--- src/hdl/eam_pkg.sv ---
`default_nettype none
package eam_pkg;

  localparam int MATRIX_SIZE  = 3;
  localparam int ATAN_ENTRIES = 24;

  // Lane order of the three rotators.
  localparam int AX_ROLL  = 0;
  localparam int AX_PITCH = 1;
  localparam int AX_YAW   = 2;

  // Angles in Q.30 radians, carried in 35 bits to cover the widened input.
  localparam logic signed [34:0] ANG_PI      = 35'sd3373259426;
  localparam logic signed [34:0] ANG_TWO_PI  = 35'sd6746518852;
  localparam logic signed [34:0] ANG_HALF_PI = 35'sd1686629713;

  localparam logic signed [15:0] ENTRY_MAX = 16'sd16384;

  // Numerator of the gain computation, two to the 62nd.
  localparam logic [63:0] GAIN_NUM = 64'h4000_0000_0000_0000;

  localparam logic [31:0] ATAN_Q30 [ATAN_ENTRIES] = '{
    32'h3243F6A8, 32'h1DAC6705, 32'h0FADBAFC, 32'h07F56EA6, 32'h03FEAB76, 32'h01FFD55B,
    32'h00FFFAAA, 32'h007FFF55, 32'h003FFFEA, 32'h001FFFFD, 32'h000FFFFF, 32'h0007FFFF,
    32'h0003FFFF, 32'h0001FFFF, 32'h0000FFFF, 32'h00007FFF, 32'h00003FFF, 32'h00001FFF,
    32'h00000FFF, 32'h000007FF, 32'h000003FF, 32'h000001FF, 32'h000000FF, 32'h0000007F
  };

  typedef struct packed {
    logic signed [15:0] roll_angle;
    logic signed [15:0] pitch_angle;
    logic signed [15:0] yaw_angle;
  } eam_angles_t;

  typedef struct packed {
    logic signed [15:0] entry_r0c0;
    logic signed [15:0] entry_r0c1;
    logic signed [15:0] entry_r0c2;
    logic signed [15:0] entry_r1c0;
    logic signed [15:0] entry_r1c1;
    logic signed [15:0] entry_r1c2;
    logic signed [15:0] entry_r2c0;
    logic signed [15:0] entry_r2c1;
    logic signed [15:0] entry_r2c2;
  } eam_matrix_t;

  // One rotator: vector, residual angle and the half-turn fold flag.
  typedef struct packed {
    logic signed [31:0] x;
    logic signed [31:0] y;
    logic signed [32:0] z;
    logic               flip;
  } lane_t;

  typedef lane_t [MATRIX_SIZE-1:0] lanes_t;

  // Denominator of the rotator gain for n stages; used at elaboration only.
  function automatic logic [63:0] eam_gain_p(input int n);
    logic [63:0] p;
    p = 64'd1 << 30;
    for (int i = 0; i < ATAN_ENTRIES; i++) begin
      if (i < n) begin
        p = p + (p >> (2 * i));
      end
    end
    return p;
  endfunction

  // Integer square root; used at elaboration only.
  function automatic logic [63:0] eam_isqrt(input logic [63:0] n);
    logic [63:0] rem;
    logic [63:0] res;
    logic [63:0] b;
    rem = n;
    res = '0;
    b   = 64'h4000_0000_0000_0000;
    for (int i = 0; i < 32; i++) begin
      if (rem >= res + b) begin
        rem = rem - (res + b);
        res = (res >> 1) + b;
      end else begin
        res = res >> 1;
      end
      b = b >> 2;
    end
    return res;
  endfunction

  // Q.30 product, rounded half up.
  function automatic logic signed [31:0] eam_mul_q30(input logic signed [31:0] a,
                                                     input logic signed [31:0] b);
    logic signed [63:0] p;
    p = a * b;
    p = p + 64'sd536870912;
    return p[61:30];
  endfunction

  // Q.30 sum to Q2.14, rounded and clamped to plus or minus one.
  function automatic logic signed [15:0] eam_to_entry(input logic signed [33:0] v);
    logic signed [33:0] t;
    logic signed [17:0] e;
    t = v + 34'sd32768;
    e = t[33:16];
    if (e > 18'(ENTRY_MAX)) begin
      return ENTRY_MAX;
    end else if (e < -18'(ENTRY_MAX)) begin
      return -ENTRY_MAX;
    end
    return e[15:0];
  endfunction

endpackage
`default_nettype wire

--- src/hdl/eam_cell.sv ---
`default_nettype none
module eam_cell import eam_pkg::*; #(
  parameter int STAGE = 0
) (
  input  logic   clk,
  input  logic   rst_n,
  input  logic   adv,
  input  logic   in_valid,
  input  lanes_t in_lanes,
  output logic   out_valid,
  output lanes_t out_lanes
);

  logic signed [32:0] ang;
  lanes_t             lanes_nxt;
  lanes_t             lanes_r;
  logic               valid_r;

  assign ang = signed'(33'(ATAN_Q30[STAGE]));

  // One micro-rotation per lane, direction set by the sign of the residual angle.
  always_comb begin
    for (int i = 0; i < MATRIX_SIZE; i++) begin
      lanes_nxt[i] = in_lanes[i];
      if (!in_lanes[i].z[32]) begin
        lanes_nxt[i].x = $signed(in_lanes[i].x) - ($signed(in_lanes[i].y) >>> STAGE);
        lanes_nxt[i].y = $signed(in_lanes[i].y) + ($signed(in_lanes[i].x) >>> STAGE);
        lanes_nxt[i].z = $signed(in_lanes[i].z) - ang;
      end else begin
        lanes_nxt[i].x = $signed(in_lanes[i].x) + ($signed(in_lanes[i].y) >>> STAGE);
        lanes_nxt[i].y = $signed(in_lanes[i].y) - ($signed(in_lanes[i].x) >>> STAGE);
        lanes_nxt[i].z = $signed(in_lanes[i].z) + ang;
      end
    end
  end

  always_ff @(posedge clk) begin
    if (!rst_n) begin
      valid_r <= 1'b0;
    end else if (adv) begin
      valid_r <= in_valid;
    end
  end

  always_ff @(posedge clk) begin
    if (adv) begin
      lanes_r <= lanes_nxt;
    end
  end

  assign out_valid = valid_r;
  assign out_lanes = lanes_r;

endmodule
`default_nettype wire

--- config.mk ---
export PLATFORM = sky130hd
export DESIGN_NAME = eam_cell
export DESIGN_NICKNAME = d
export VERILOG_FILES = /design/src/hdl/eam_pkg.sv /design/src/hdl/eam_cell.sv
export SDC_FILE = /design/constraint.sdc
export NUM_CORES = 1
export LEC_CHECK = 0
export BUFFER_PORTS_ARGS = -buffer_cell sky130_fd_sc_hd__buf_4
export CAP_MARGIN = 20
export CELL_PAD_IN_SITES_DETAIL_PLACEMENT = 0
export CELL_PAD_IN_SITES_GLOBAL_PLACEMENT = 1
export CORE_MARGIN = 2
export CORE_UTILIZATION = 46
export DETAILED_ROUTE_END_ITERATION = 8
export GPL_TIMING_DRIVEN = 0
export PLACE_DENSITY_LB_ADDON = 0.1
export SETUP_SLACK_MARGIN = 0.15
export SLEW_MARGIN = 20
export SYNTH_ARGS = -nofsm -noshare
export SYNTH_HDL_FRONTEND = slang
export SYNTH_SLANG_ARGS = --single-unit
--- constraint.sdc ---
create_clock -name clk -period 6.55 [get_ports clk]
set_input_delay 0.655 -clock clk [delete_from_list [all_inputs] [get_ports clk]]
set_output_delay 0.655 -clock clk [all_outputs]
set_load 0.02 [all_outputs]
==> run_results.csv <==
group,metric,value,unit
critical_path,crit_fanout,23,
placed_design,dp.final_hpwl,83200,µm
clocking,insertion_delay,580,ps
logic_synthesis,ys_ff_latch,292,
critical_path,cp-start-kind,"input pin",
logic_synthesis,syn_area,28500,µm²
floorplan,start_util,0.463,
worst_hold_path,hold_path_class,"in -> reg",
grt,overflow,0,
floorplan,die_y,253,µm
placed_design,gp_congestion,0.970,
finish,layout-drive-gt1-share,0.192,
detailed_routing,routed_wirelength,105000,µm
floorplan,core-area,61500,µm²
grt,grt_pass1_wl,155000,µm
logic_synthesis,synth_cell_types,99,
logic_synthesis,avgSynthCellArea,8.79,µm²
timing,finalHoldViolations,0,
detailed_routing,wl_met3,9360,µm
logic_synthesis,yosysWarnings,0,
logic_synthesis,synth_edf_count,291,
timing,skew,0,ps
worst_hold_path,holdCritStartpoint,"in_lanes[0]",
finish,final_area,35200,µm²
clocking,clock_path_buffers,3,
timing,min_period,5200,ps
logic_synthesis,synth.area.mux_share,0.0163,
detailed_routing,dr.pass1.iters,6,
timing,tightest_slew,1060,ps
logic_synthesis,synthSimpleGateAreaFrac,0.130,
power,comb_power_share,0.412,
power,power_frac_seq,0.328,
power,clkPwrFrac,0.259,
finish,final_common_cell,"buf_4",
power,cellLeakagePower,0.0159,µW
clocking,cts_made_buffers,37,
finish,syn2layout_area_growth,23.7,%
timing,fin_tns_setup,0,ps
detailed_routing,antenna_left,0,
timing,fmax,0.192,GHz
critical_path,cp.arrival,5530,ps
clocking,clk_pin_slew,70,ps
logic_synthesis,syn_inst,3241,
logic_synthesis,synth-async-reset-ratio,0,
clocking,cts_tree,"done",
critical_path,crit_path_start,"in_lanes[131]",
clocking,root_buffer,"clkbuf_16",
logic_synthesis,synthXorXnorAreaFrac,0.0797,
finish,final_cell_mix,"600 x buf_4, 393 x a21oi_1, 366 x ha_1",
clocking,cts_setup_buffers,0,
grt,grt_pass1_vias,25842,
power,sw_frac_of_total,0.378,
timing,slew_violations,0,
timing,rsz0062_at_grt,"false",
timing,setup_viol,0,
logic_synthesis,seq_area_frac_synth,0.308,
critical_path,cp-end-kind,"register",
clocking,cts-resized-gates,0,
floorplan,io_pins,593,
power,power_switching,2980,µW
timing,max-slew-margin-rel,0.292,
timing,fin_crit_sh,0.793,
clocking,htree_levels,2,
detailed_routing,top_layer_used,"met5",
detailed_routing,via_per_inst,5.78,
grt,grt_start_max_net_pins,104,
floorplan,die_x,253,µm
power,p_int,4900,µW
critical_path,criticalPathCategory,"in -> reg",
placed_design,dpl_cell_area,34000,µm²
detailed_routing,drc_errors,0,
placed_design,portBuffers,592,
floorplan,dieArea,63900,µm²
logic_synthesis,synthesis.nets,3917,
floorplan,row_count,91,
outcome,status,"complete, no violations",
detailed_routing,met2_wirelength,48300,µm
clocking,hold_buffers,0,
detailed_routing,vias,27213,
power,peakVddDrop,204,µV
power,power_density,224,nW/µm²
flow_run,drv_cap,0,
logic_synthesis,synth_compound_area_frac,0.237,
logic_synthesis,synth_top_family_by_area,"compound AO/OA/AOI/OAI gates",
detailed_routing,met1_length,43200,µm
logic_synthesis,ys.flop_type,"edfxtp_1",
critical_path,worst_ep_required_time,6880,ps
critical_path,r2r-start,"out_valid",
grt,antenna_found_initial,25,
grt,grtUsageTotal,0.315,
finish,final_nets,4551,
logic_synthesis,synthAdderAreaFrac,0.169,
clocking,cts_num_sinks,292,
detailed_routing,drt_iter0_drc,2433,
detailed_routing,wire_per_inst,22.2,µm
[power groups by stage]
stage | Clock [µW] | Combinational (µW) | Sequential (µW)
6_report | 2040 | 3250 | 2590
3_5_place_dp | 0 | 3200 | 2620
2_1_floorplan | 0 | 1530 | 2990
3_3_place_gp | 0 | 3190 | 2630
4_1_cts | 2090 | 3210 | 2590
5_1_grt | 2160 | 3480 | 2610
[worst max-delay path, cell delays in order]
cell and delay [ps]:
buf_4 200, clkbuf_1 340, inv_1 240, clkbuf_1 590
buf_2 730, ha_1 400, o21ai_1 110, a21oi_1 110
o41ai_1 550, o21ai_1 300, a211oi_1 510, o31a_1 290
o21ai_0 150, a21oi_1 210, xnor2_1 80
[flip-flops by register name, summed over array words and instances, names as in the netlist]
name       count
out_lanes    291
out_valid      1
[kinds of logic (layout without fill, tap and decap cells)]
group	after synthesis	count (layout)
AO/OA/AOI/OAI	1058	1058
AND/OR/NAND/NOR	767	767
buffers and inverters	441	1104
adder cells (fa/ha/maj)	378	378
flip-flops	292	292
XOR/XNOR	259	259
multiplexers	46	46
other	0	16
[cell usage after synthesis (all sizes together) (23+ instances only)]
| cell | n | share of area |
|---|---|---|
| clkbuf | 75 | 0.0099 |
| nand2b | 40 | 0.0088 |
| and3 | 23 | 0.0051 |
| ha | 366 | 0.16 |
| o21a | 35 | 0.0092 |
| nor2 | 262 | 0.035 |
| nor2b | 46 | 0.010 |
| nand4 | 31 | 0.0070 |
| a31oi | 33 | 0.0080 |
| mux2i | 44 | 0.015 |
| xnor2 | 207 | 0.064 |
| o21ai | 204 | 0.036 |
| o21bai | 51 | 0.013 |
| nor3 | 64 | 0.011 |
| nand2 | 153 | 0.020 |
| edfxtp | 291 | 0.31 |
| a21o | 99 | 0.026 |
| nand3 | 54 | 0.0095 |
| buf | 56 | 0.0098 |
| inv | 300 | 0.040 |
| o211ai | 25 | 0.0066 |
| a211oi | 38 | 0.010 |
| a21oi | 397 | 0.070 |
| xor2 | 52 | 0.016 |
[per-stage QoR]
step | cells | utilization | total power (µW) | setup slack, ps | hold WS, ps
floorplan | 3241 | - | 4530 | 2360 | 589
global placement | 4623 | 0.552 | 5820 | 40.5 | 509
detailed placement | 4626 | 0.553 | 5820 | 828 | 549
CTS | 4694 | 0.572 | 7890 | 1420 | 208
global route | 4707 | 0.573 | 8260 | 994 | 211
finish | 4710 | 0.573 | 7880 | 1350 | 245
[final timing paths]
check / cells after the start / slack (ps) / to
worst min-delay path: 1 / 240 / out_lanes[0]
worst max register to register: 2 / 5940 / out_valid
worst min register to register: 2 / 550 / out_valid
worst max-delay path: 15 / 1350 / out_lanes[130]
[final cells by class]
class	instances	area, µm²
antenna	16	40.0
buffer	131	566
clock buffer	46	1020
clock inverter	22	169
fill	5783	26300
inverter	310	1160
multi-input combinational	2508	18000
sequential	292	8760
tap	790	988
timing repair buffer	595	4530
[metal layers]
layer / track usage / vias up
li1: - / 12965
met5: 0 / -
met4: 0.120 / 20
met3: 0.0740 / 223
met2: 0.511 / 1231
met1: 0.406 / 12774
Power figures use the tool's default switching activity.
