--- src/hdl/eam_pkg.sv ---
`default_nettype none
package eam_pkg;

  localparam int MATRIX_SIZE  = 3;
  localparam int ATAN_ENTRIES = 24;

  // Lane order of the three rotators.
  localparam int AX_ROLL  = 0;
  localparam int AX_PITCH = 1;
  localparam int AX_YAW   = 2;

  // Angles in Q.30 radians, carried in 35 bits to cover the widened input.
  localparam logic signed [34:0] ANG_PI      = 35'sd3373259426;
  localparam logic signed [34:0] ANG_TWO_PI  = 35'sd6746518852;
  localparam logic signed [34:0] ANG_HALF_PI = 35'sd1686629713;

  localparam logic signed [15:0] ENTRY_MAX = 16'sd16384;

  // Numerator of the gain computation, two to the 62nd.
  localparam logic [63:0] GAIN_NUM = 64'h4000_0000_0000_0000;

  localparam logic [31:0] ATAN_Q30 [ATAN_ENTRIES] = '{
    32'h3243F6A8, 32'h1DAC6705, 32'h0FADBAFC, 32'h07F56EA6, 32'h03FEAB76, 32'h01FFD55B,
    32'h00FFFAAA, 32'h007FFF55, 32'h003FFFEA, 32'h001FFFFD, 32'h000FFFFF, 32'h0007FFFF,
    32'h0003FFFF, 32'h0001FFFF, 32'h0000FFFF, 32'h00007FFF, 32'h00003FFF, 32'h00001FFF,
    32'h00000FFF, 32'h000007FF, 32'h000003FF, 32'h000001FF, 32'h000000FF, 32'h0000007F
  };

  typedef struct packed {
    logic signed [15:0] roll_angle;
    logic signed [15:0] pitch_angle;
    logic signed [15:0] yaw_angle;
  } eam_angles_t;

  typedef struct packed {
    logic signed [15:0] entry_r0c0;
    logic signed [15:0] entry_r0c1;
    logic signed [15:0] entry_r0c2;
    logic signed [15:0] entry_r1c0;
    logic signed [15:0] entry_r1c1;
    logic signed [15:0] entry_r1c2;
    logic signed [15:0] entry_r2c0;
    logic signed [15:0] entry_r2c1;
    logic signed [15:0] entry_r2c2;
  } eam_matrix_t;

  // One rotator: vector, residual angle and the half-turn fold flag.
  typedef struct packed {
    logic signed [31:0] x;
    logic signed [31:0] y;
    logic signed [32:0] z;
    logic               flip;
  } lane_t;

  typedef lane_t [MATRIX_SIZE-1:0] lanes_t;

  // Denominator of the rotator gain for n stages; used at elaboration only.
  function automatic logic [63:0] eam_gain_p(input int n);
    logic [63:0] p;
    p = 64'd1 << 30;
    for (int i = 0; i < ATAN_ENTRIES; i++) begin
      if (i < n) begin
        p = p + (p >> (2 * i));
      end
    end
    return p;
  endfunction

  // Integer square root; used at elaboration only.
  function automatic logic [63:0] eam_isqrt(input logic [63:0] n);
    logic [63:0] rem;
    logic [63:0] res;
    logic [63:0] b;
    rem = n;
    res = '0;
    b   = 64'h4000_0000_0000_0000;
    for (int i = 0; i < 32; i++) begin
      if (rem >= res + b) begin
        rem = rem - (res + b);
        res = (res >> 1) + b;
      end else begin
        res = res >> 1;
      end
      b = b >> 2;
    end
    return res;
  endfunction

  // Q.30 product, rounded half up.
  function automatic logic signed [31:0] eam_mul_q30(input logic signed [31:0] a,
                                                     input logic signed [31:0] b);
    logic signed [63:0] p;
    p = a * b;
    p = p + 64'sd536870912;
    return p[61:30];
  endfunction

  // Q.30 sum to Q2.14, rounded and clamped to plus or minus one.
  function automatic logic signed [15:0] eam_to_entry(input logic signed [33:0] v);
    logic signed [33:0] t;
    logic signed [17:0] e;
    t = v + 34'sd32768;
    e = t[33:16];
    if (e > 18'(ENTRY_MAX)) begin
      return ENTRY_MAX;
    end else if (e < -18'(ENTRY_MAX)) begin
      return -ENTRY_MAX;
    end
    return e[15:0];
  endfunction

endpackage
`default_nettype wire

--- src/hdl/eam_fold.sv ---
`default_nettype none
module eam_fold import eam_pkg::*; #(
  parameter logic signed [31:0] GAIN = 32'sd0
) (
  input  logic        clk,
  input  logic        rst_n,
  input  logic        adv,
  input  logic        in_valid,
  input  eam_angles_t in_data,
  output logic        out_valid,
  output lanes_t      out_lanes
);

  logic signed [15:0] ang      [MATRIX_SIZE];
  logic signed [32:0] turn_nxt [MATRIX_SIZE];
  logic signed [32:0] turn_r   [MATRIX_SIZE];
  lanes_t             lanes_nxt;
  lanes_t             lanes_r;
  logic               valid1_r;
  logic               valid2_r;

  always_comb begin
    ang[AX_ROLL]  = in_data.roll_angle;
    ang[AX_PITCH] = in_data.pitch_angle;
    ang[AX_YAW]   = in_data.yaw_angle;
  end

  // First step: scale to Q.30 and take off one full turn if needed.
  always_comb begin
    logic signed [34:0] a;
    for (int i = 0; i < MATRIX_SIZE; i++) begin
      a = {ang[i][15], ang[i], 18'b0};
      if (a > ANG_PI) begin
        a = a - ANG_TWO_PI;
      end else if (a < -ANG_PI) begin
        a = a + ANG_TWO_PI;
      end
      turn_nxt[i] = a[32:0];
    end
  end

  // Second step: fold into the right half plane; the flag negates sine and cosine.
  always_comb begin
    logic signed [34:0] b;
    for (int i = 0; i < MATRIX_SIZE; i++) begin
      b = 35'(turn_r[i]);
      lanes_nxt[i].flip = 1'b0;
      if (b > ANG_HALF_PI) begin
        b = b - ANG_PI;
        lanes_nxt[i].flip = 1'b1;
      end else if (b < -ANG_HALF_PI) begin
        b = b + ANG_PI;
        lanes_nxt[i].flip = 1'b1;
      end
      lanes_nxt[i].x = GAIN;
      lanes_nxt[i].y = '0;
      lanes_nxt[i].z = b[32:0];
    end
  end

  always_ff @(posedge clk) begin
    if (!rst_n) begin
      valid1_r <= 1'b0;
      valid2_r <= 1'b0;
    end else if (adv) begin
      valid1_r <= in_valid;
      valid2_r <= valid1_r;
    end
  end

  always_ff @(posedge clk) begin
    if (adv) begin
      turn_r  <= turn_nxt;
      lanes_r <= lanes_nxt;
    end
  end

  assign out_valid = valid2_r;
  assign out_lanes = lanes_r;

  a_fold_range: assert property (@(posedge clk) disable iff (!rst_n)
    valid2_r |-> ($signed(lanes_r[AX_ROLL].z) <= ANG_HALF_PI &&
                  $signed(lanes_r[AX_ROLL].z) >= -ANG_HALF_PI &&
                  $signed(lanes_r[AX_PITCH].z) <= ANG_HALF_PI &&
                  $signed(lanes_r[AX_PITCH].z) >= -ANG_HALF_PI &&
                  $signed(lanes_r[AX_YAW].z) <= ANG_HALF_PI &&
                  $signed(lanes_r[AX_YAW].z) >= -ANG_HALF_PI))
    else $error("folded angle outside the quarter turn");

endmodule
`default_nettype wire

--- config.mk ---
export PLATFORM = sky130hd
export DESIGN_NAME = eam_fold
export DESIGN_NICKNAME = d
export VERILOG_FILES = /design/src/hdl/eam_pkg.sv /design/src/hdl/eam_fold.sv
export SDC_FILE = /design/constraint.sdc
export NUM_CORES = 1
export LEC_CHECK = 0
export BUFFER_PORTS_ARGS = -buffer_cell sky130_fd_sc_hd__buf_2
export CAP_MARGIN = 20
export CORE_MARGIN = 4
export CORE_UTILIZATION = 53
export DETAILED_ROUTE_END_ITERATION = 10
export GPL_ROUTABILITY_DRIVEN = 0
export MAX_ROUTING_LAYER = met4
export PLACE_DENSITY = 0.79
export SETUP_SLACK_MARGIN = 0.3
export SYNTH_ARGS = -nofsm -noshare
export SYNTH_HDL_FRONTEND = slang
export SYNTH_SLANG_ARGS = --single-unit
--- constraint.sdc ---
create_clock -name clk -period 3.3 [get_ports clk]
set_input_delay 0.165 -clock clk [delete_from_list [all_inputs] [get_ports clk]]
set_output_delay 0.165 -clock clk [all_outputs]
set_load 0.1 [all_outputs]
==> results of run 1 <==
-- metal layers --
| metal | share of wire | vias to the layer above | GRT usage |
|---|---|---|---|
| met1 | 0.38 | 3822 | 0.229 |
| li1 | - | 3901 | - |
| met2 | 0.51 | 470 | 0.328 |
| met3 | 0.084 | 71 | 0.0379 |
| met4 | 0.025 | 0 | 0.0709 |
| met5 | 0 | - | - |
-- final timing paths --
| check | cells past startpoint | to | slack (ns) |
|---|---|---|---|
| worst min-delay path | 3 | valid1_r | 0.04 |
| worst min register to register | 2 | out_valid | 0.52 |
| worst max register to register | 9 | out_lanes[218] | 0.45 |
| worst max-delay path | 9 | out_lanes[218] | 0.45 |
-- repair_timing --
item | 4_1_cts | 5_1_grt
setup endpoints to repair | 0 | 10
setup buffers | 0 | 0
gates resized for setup | 0 | 5
hold endpoints to repair | 2 | 0
hold buffers | 1 | 0
-- placed cells by master (no fill, tap or decap), types with 6 or more instances in the layout --
cell type,instances
buf_2,150
clkbuf_16,17
o21a_1,7
o22ai_1,12
a31oi_1,26
nor2b_1,10
mux2i_1,8
nand3_1,22
ha_1,42
xor2_1,31
nand2_1,78
inv_1,33
or4_1,6
o211ai_1,11
buf_4,14
edfxtp_1,132
and3_1,15
o21bai_1,7
nor4_1,16
nand2b_1,6
xnor2_1,53
a22oi_1,8
o31a_1,6
nand4_1,12
o21ai_1,6
o31ai_1,9
nor3_1,26
o41ai_1,6
o21ai_0,64
conb_1,195
a21oi_1,49
nor2_1,74
-- cell families (layout without fill, tap and decap cells) --
logic type	count (synthesis)	in the layout
AOI/OAI and AO/OA	260	260
buffers and inverters	332	236
adders and majority gates	42	42
DFF	134	134
xor gates and xnor gates	84	84
muxes	8	8
and+or+nand+nor	298	298
other	1	196
-- area by class of cell --
class	count	area share
Antenna cell	1	0.000221
Clock buffer	18	0.0379
Clock inverter	14	0.0155
Inverter	38	0.0126
Multi-Input combinational cell	887	0.472
Sequential cell	134	0.354
Tap cell	265	0.0293
Timing Repair Buffer	166	0.0783
-- tightest hold or removal path, delay by kind of cell --
family / cells / cell delay (ns)
buffers and inverters: 1 / 0.08
AND/OR/NAND/NOR: 1 / 0.11
multiplexers: 1 / 0.06
-- flip-flops by register name (all words and copies together) (netlist names) --
name and flops:
valid1_r 1, out_lanes 78, turn_r 54, out_valid 1
-- metrics by stage --
stage	cell area, sq um	instances	util	hold slack (ns)
final	11300	1523	0.574	0.0428
after global routing	11300	1522	0.574	0.0479
after CTS	11300	1522	0.572	0.0345
after detailed placement	10700	1489	0.541	0.401
after global placement	10700	1489	0.541	0.391
after floorplan	11500	1353	-	0.277
-- report_power, final --
| part | total (uW) | switching [uW] | internal (uW) |
|---|---|---|---|
| clock | 1930 | 728 | 1200 |
| sequential | 2450 | 229 | 2220 |
| combinational | 3710 | 3130 | 580 |
==> run metrics, run 1 <==
DR DRC count 0; Hold Startpoint in_valid; floorplan row count 51; dpl ws 0.383 ns; die width 150 microns; initial antenna violation count 0; clock latency on the worst-skew pair 0.42 ns; Wirelength per Cell 14.9 microns; H-tree depth 4; I/O pins between 300 and 400; cell with the most instances after synthesis buf_4; CTS tree yes; Post-DRT Antenna Nets 0; main combinational cell family by area after synthesis buffers and inverters; largest net degree at the start of global routing 102; fillers ~1700; CP startpoint kind register; Tightest Hold Check Type input pin to register; Req. time, crit path 3.45 ns; first-pass GRT wire length 34900 microns; top cell type's share of synthesized area 0.369; mux contribution to synthesized area 0.00746; Yosys top cell by area edfxtp_1; Avg Synthesized Cell Area 9.26 sq um; Slowest-stage cell, CP edfxtp_1; area of the multi-input gates 5340 sq um; reg2reg start turn_r[14]; status finished clean; Top cell by count, worst path inv_1; Final WS setup 0.447 ns; Root Buffer clkbuf_16; WS Path Type register to register; Synth Instances 1159; RSZ-0062 raised after global routing false; Adder-Cell Fraction of Synth Area 0.0490; setup TNS 0 ns; post-synthesis sequential area ratio 0.373; Vias 8264; Max-Cap Viols 0; Synth Area in XOR/XNOR 0.0685; Post-synth ARST share 0; CTS sink cnt 134; Final Critical Period 2.85 ns; CP bufs+invs 3; delay-heaviest family, CP buffers and inverters; Detailed Route WL 22700 microns; PD cells between 700 and 800 nW/um^2; TritonCTS Buffers 17; starting density of the core 0.544; Cell variety after synth 79; die footprint about 23000 sq um; Area contributors post-synth edfxtp_1 37%, buf_4 16%, ha_1 4.9%; complex-gate fraction of the synthesized area 0.162; highest fanout seen on the critical path 20; Core Region a little under 20000 sq um; Clk pin slew, worst setup/hold paths 0.06 ns; Die Height approximately 150 microns; layout cell share with drive strength beyond 1 0.178; GR Overflow Total 0; P&R area growth vs syn 5.40%; Pins Over Slew Limit 0; Via density 5.43; Clock Skews 0.00851 ns; Critical Path End Type register; final setup vio count 0; max incr delay on CP about 0.52 ns; Max VDD drop 0.000424 V; Clock Path Buffers 2; leak pwr 0.00475 uW; Achievable Freq 350 MHz; Total GRT Usage 0.194; Synth Flop Type edfxtp_1; commonest cells in the synthesized netlist 222 x buf_4, 132 x edfxtp_1, 78 x nand2_1; Final Cycle Share 0.865; synthesis-stage register bit count approximately 130; drt pass-1 iters 5; # nets final 1338; Mapped Area around 11000 sq um; Ys Warns 0; Worst Tran Pin Value around 0.77 ns; number of global-route vias before repair 7347; CP arrival 3.00 ns; Final Hold Fails 0; Final Power 8080 uW; Slew HR 0.487; register area ~4000 sq um; Critical Path Source turn_r[14]; port buffer count 151; critical-path cell list inv_1 > ha_1 > or3b_2 > a31oi_1 > o41ai_2 > buf_4 > inv_1 > a32oi_1 > xnor2_1; simple logic cell fraction of the synthesized area 0.139; DRT iter0 DRCs 795; EDFF count, synth 132; DP HPWL 16400 microns
(Power assumes the default switching activity.)
==> inputs of run 2 (changes only) <==
- CELL_PAD_IN_SITES_DETAIL_PLACEMENT: not set -> 1
- CELL_PAD_IN_SITES_GLOBAL_PLACEMENT: not set -> 1
- CORE_UTILIZATION: 53 -> 39
- PLACE_DENSITY: 0.79 -> 0.78
- SLEW_MARGIN: not set -> 20
==> run 2 against run 1 <==
  * Non-clock buffer count up 5
  * Global-route usage down 2.1 points
  * Clock-buffer cell count down 1
  * Sequential power about the same
  * Fmax up 1.9%
  * First-iteration DRC count down 33%
  * Worst hold slack better by 0.033 ns
  * Core utilization down 15 points
  * Worst setup slack better by 0.053 ns
  * Critical path depth down 1
  * Routed wire length up 18%
  * Critical path type unchanged
  * Largest power group unchanged
==> run metrics, run 2 (synthesized netlist as in run 1, its figures left out) <==
Tightest Hold Check Type input pin to register (unchanged); P&R area growth vs syn 6.55% (was 5.40%); starting density of the core 0.397 (was 0.544); max incr delay on CP 0.53 ns (was 0.52 ns); Pins Over Slew Limit 0 (unchanged); Max VDD drop 0.000400 V (was 0.000424 V); RSZ-0062 raised after global routing false (unchanged); Slowest-stage cell, CP edfxtp_1 (unchanged); critical-path cell list inv_2 > ha_1 > or3b_1 > a31oi_1 > o21ai_2 > nor4_1 > a31oi_1 > xnor2_1 (was inv_1 > ha_1 > or3b_2 > a31oi_1 > o41ai_2 > buf_4 > inv_1 > a32oi_1 > xnor2_1); DP HPWL 19700 microns (was 16400 microns); Vias 8266 (was 8264); Clock Skews 0.0137 ns (was 0.00851 ns); DRT iter0 DRCs 529 (was 795); CP arrival 2.97 ns (was 3.00 ns); initial antenna violation count 3 (was 0); Root Buffer clkbuf_16 (unchanged); WS Path Type register to register (unchanged); floorplan row count 60 (was 51); Critical Path End Type register (unchanged); DR DRC count 0 (unchanged); TritonCTS Buffers 17 (unchanged); GR Overflow Total 0 (unchanged); Final Critical Period 2.80 ns (was 2.85 ns); Clock Path Buffers 2 (unchanged); Max-Cap Viols 0 (unchanged); status finished clean (unchanged); clock latency on the worst-skew pair 0.42 ns (about the same); Req. time, crit path 3.47 ns (was 3.45 ns); port buffer count 151 (unchanged); most frequent cells in the layout 195 x conb_1, 150 x buf_2, 132 x edfxtp_1 (unchanged); DP Area 10700 sq um (about the same); Final Cycle Share 0.849 (was 0.865); Total GRT Usage 0.173 (was 0.194); largest net degree at the start of global routing 59 (was 102); H-tree depth 4 (unchanged); highest fanout seen on the critical path 13 (was 20); fin cells 1606 (was 1523); final setup vio count 0 (unchanged); number of global-route vias before repair 8377 (was 7347); drt pass-1 iters 4 (was 5); design area 11400 sq um (was 11300 sq um); Detailed Route WL 26700 microns (was 22700 microns); CP startpoint kind register (unchanged); Largest register FFs 78 (unchanged); first-pass GRT wire length 42600 microns (was 34900 microns); Final Hold Fails 0 (unchanged); PD cells 715 nW/um^2 (was 714 nW/um^2); Via density 5.15 (was 5.43); Inst Count DP 1563 (was 1489); die width 174 microns (was 150 microns); Worst Tran Pin Value 0.865 ns (was 0.769 ns); Core Region 27000 sq um (was 19700 sq um); Top cell by count, worst path a31oi_1 (was inv_1); Final WS setup 0.499 ns (was 0.447 ns); CTS sink cnt 134 (unchanged); Wirelength per Cell 16.7 microns (was 14.9 microns); Slew HR 0.418 (was 0.487); layout cell share with drive strength beyond 1 0.185 (was 0.178); most common cell after layout, fill and taps aside conb_1 (unchanged); # nets final 1343 (was 1338); setup TNS 0 ns (unchanged); Clk pin slew, worst setup/hold paths 0.07 ns (was 0.06 ns); I/O pins 347 (unchanged); die footprint 30200 sq um (was 22600 sq um); leak pwr 0.00477 uW (was 0.00475 uW); Achievable Freq 357 MHz (was 350 MHz); Die Height 174 microns (was 150 microns); CTS tree yes (unchanged); Post-DRT Antenna Nets 0 (unchanged); dpl ws 0.286 ns (was 0.383 ns)
[run 2: metrics by stage]
stage | utilization | hold WS [ns] | total power, uW
floorplan | - | 0.277 | 5920
global placement | 0.398 | 0.389 | 6140
detailed placement | 0.398 | 0.407 | 6190
CTS | 0.421 | 0.0636 | 8210
global route | 0.423 | 0.0908 | 8510
finish | 0.423 | 0.0761 | 8180
[run 2: what timing repair did]
action                                  in CTS  in global routing
endpoints found under the hold margin        1                  0
resized for setup                            1                  5
hold buffers                                 1                  0
setup buffers                                0                  7
endpoints found under the setup margin       2                 18
[run 2: metal layers]
| metal | share of wire | vias up | track usage | wire length [microns] |
|---|---|---|---|---|
| met5 | 0 | - | - | 0 |
| met4 | 0.019 | 0 | 0.0534 | 517 |
| met3 | 0.051 | 35 | 0.0259 | 1350 |
| met2 | 0.52 | 304 | 0.305 | 13800 |
| met1 | 0.41 | 4015 | 0.204 | 11000 |
| li1 | - | 3912 | - | - |
[run 2: cell type report]
cell class                      count  area, sq um
Clock buffer                       17          425
Fill cell                        3199        15600
Clock inverter                     15          188
Tap cell                          341          427
Sequential cell                   134         4000
Antenna cell                        3         7.51
Multi-Input combinational cell    887         5320
Inverter                           38          143
Timing Repair Buffer              171          923
[run 2: worst max-delay path, delay by kind of cell (launching register included)]
family	cells	cell delay, ns
and+or+nand+nor	2	0.74
AOI/OAI and AO/OA	3	0.67
DFF	1	0.53
adders and majority gates	1	0.26
buffers and inverters	1	0.21
xor gates and xnor gates	1	0.14
[run 2: where the power goes]
part | switching [uW] | internal [uW]
combinational | 3160 | 582
sequential | 240 | 2220
clock | 833 | 1150
[run 2: final timing paths]
kind	startpoint	end	slack [ns]	cells after the start
max reg2reg	turn_r[47]	out_lanes[130]	0.50	8
max	turn_r[47]	out_lanes[130]	0.50	8
min	in_valid	valid1_r	0.08	3
min reg2reg	out_valid	out_valid	0.52	2
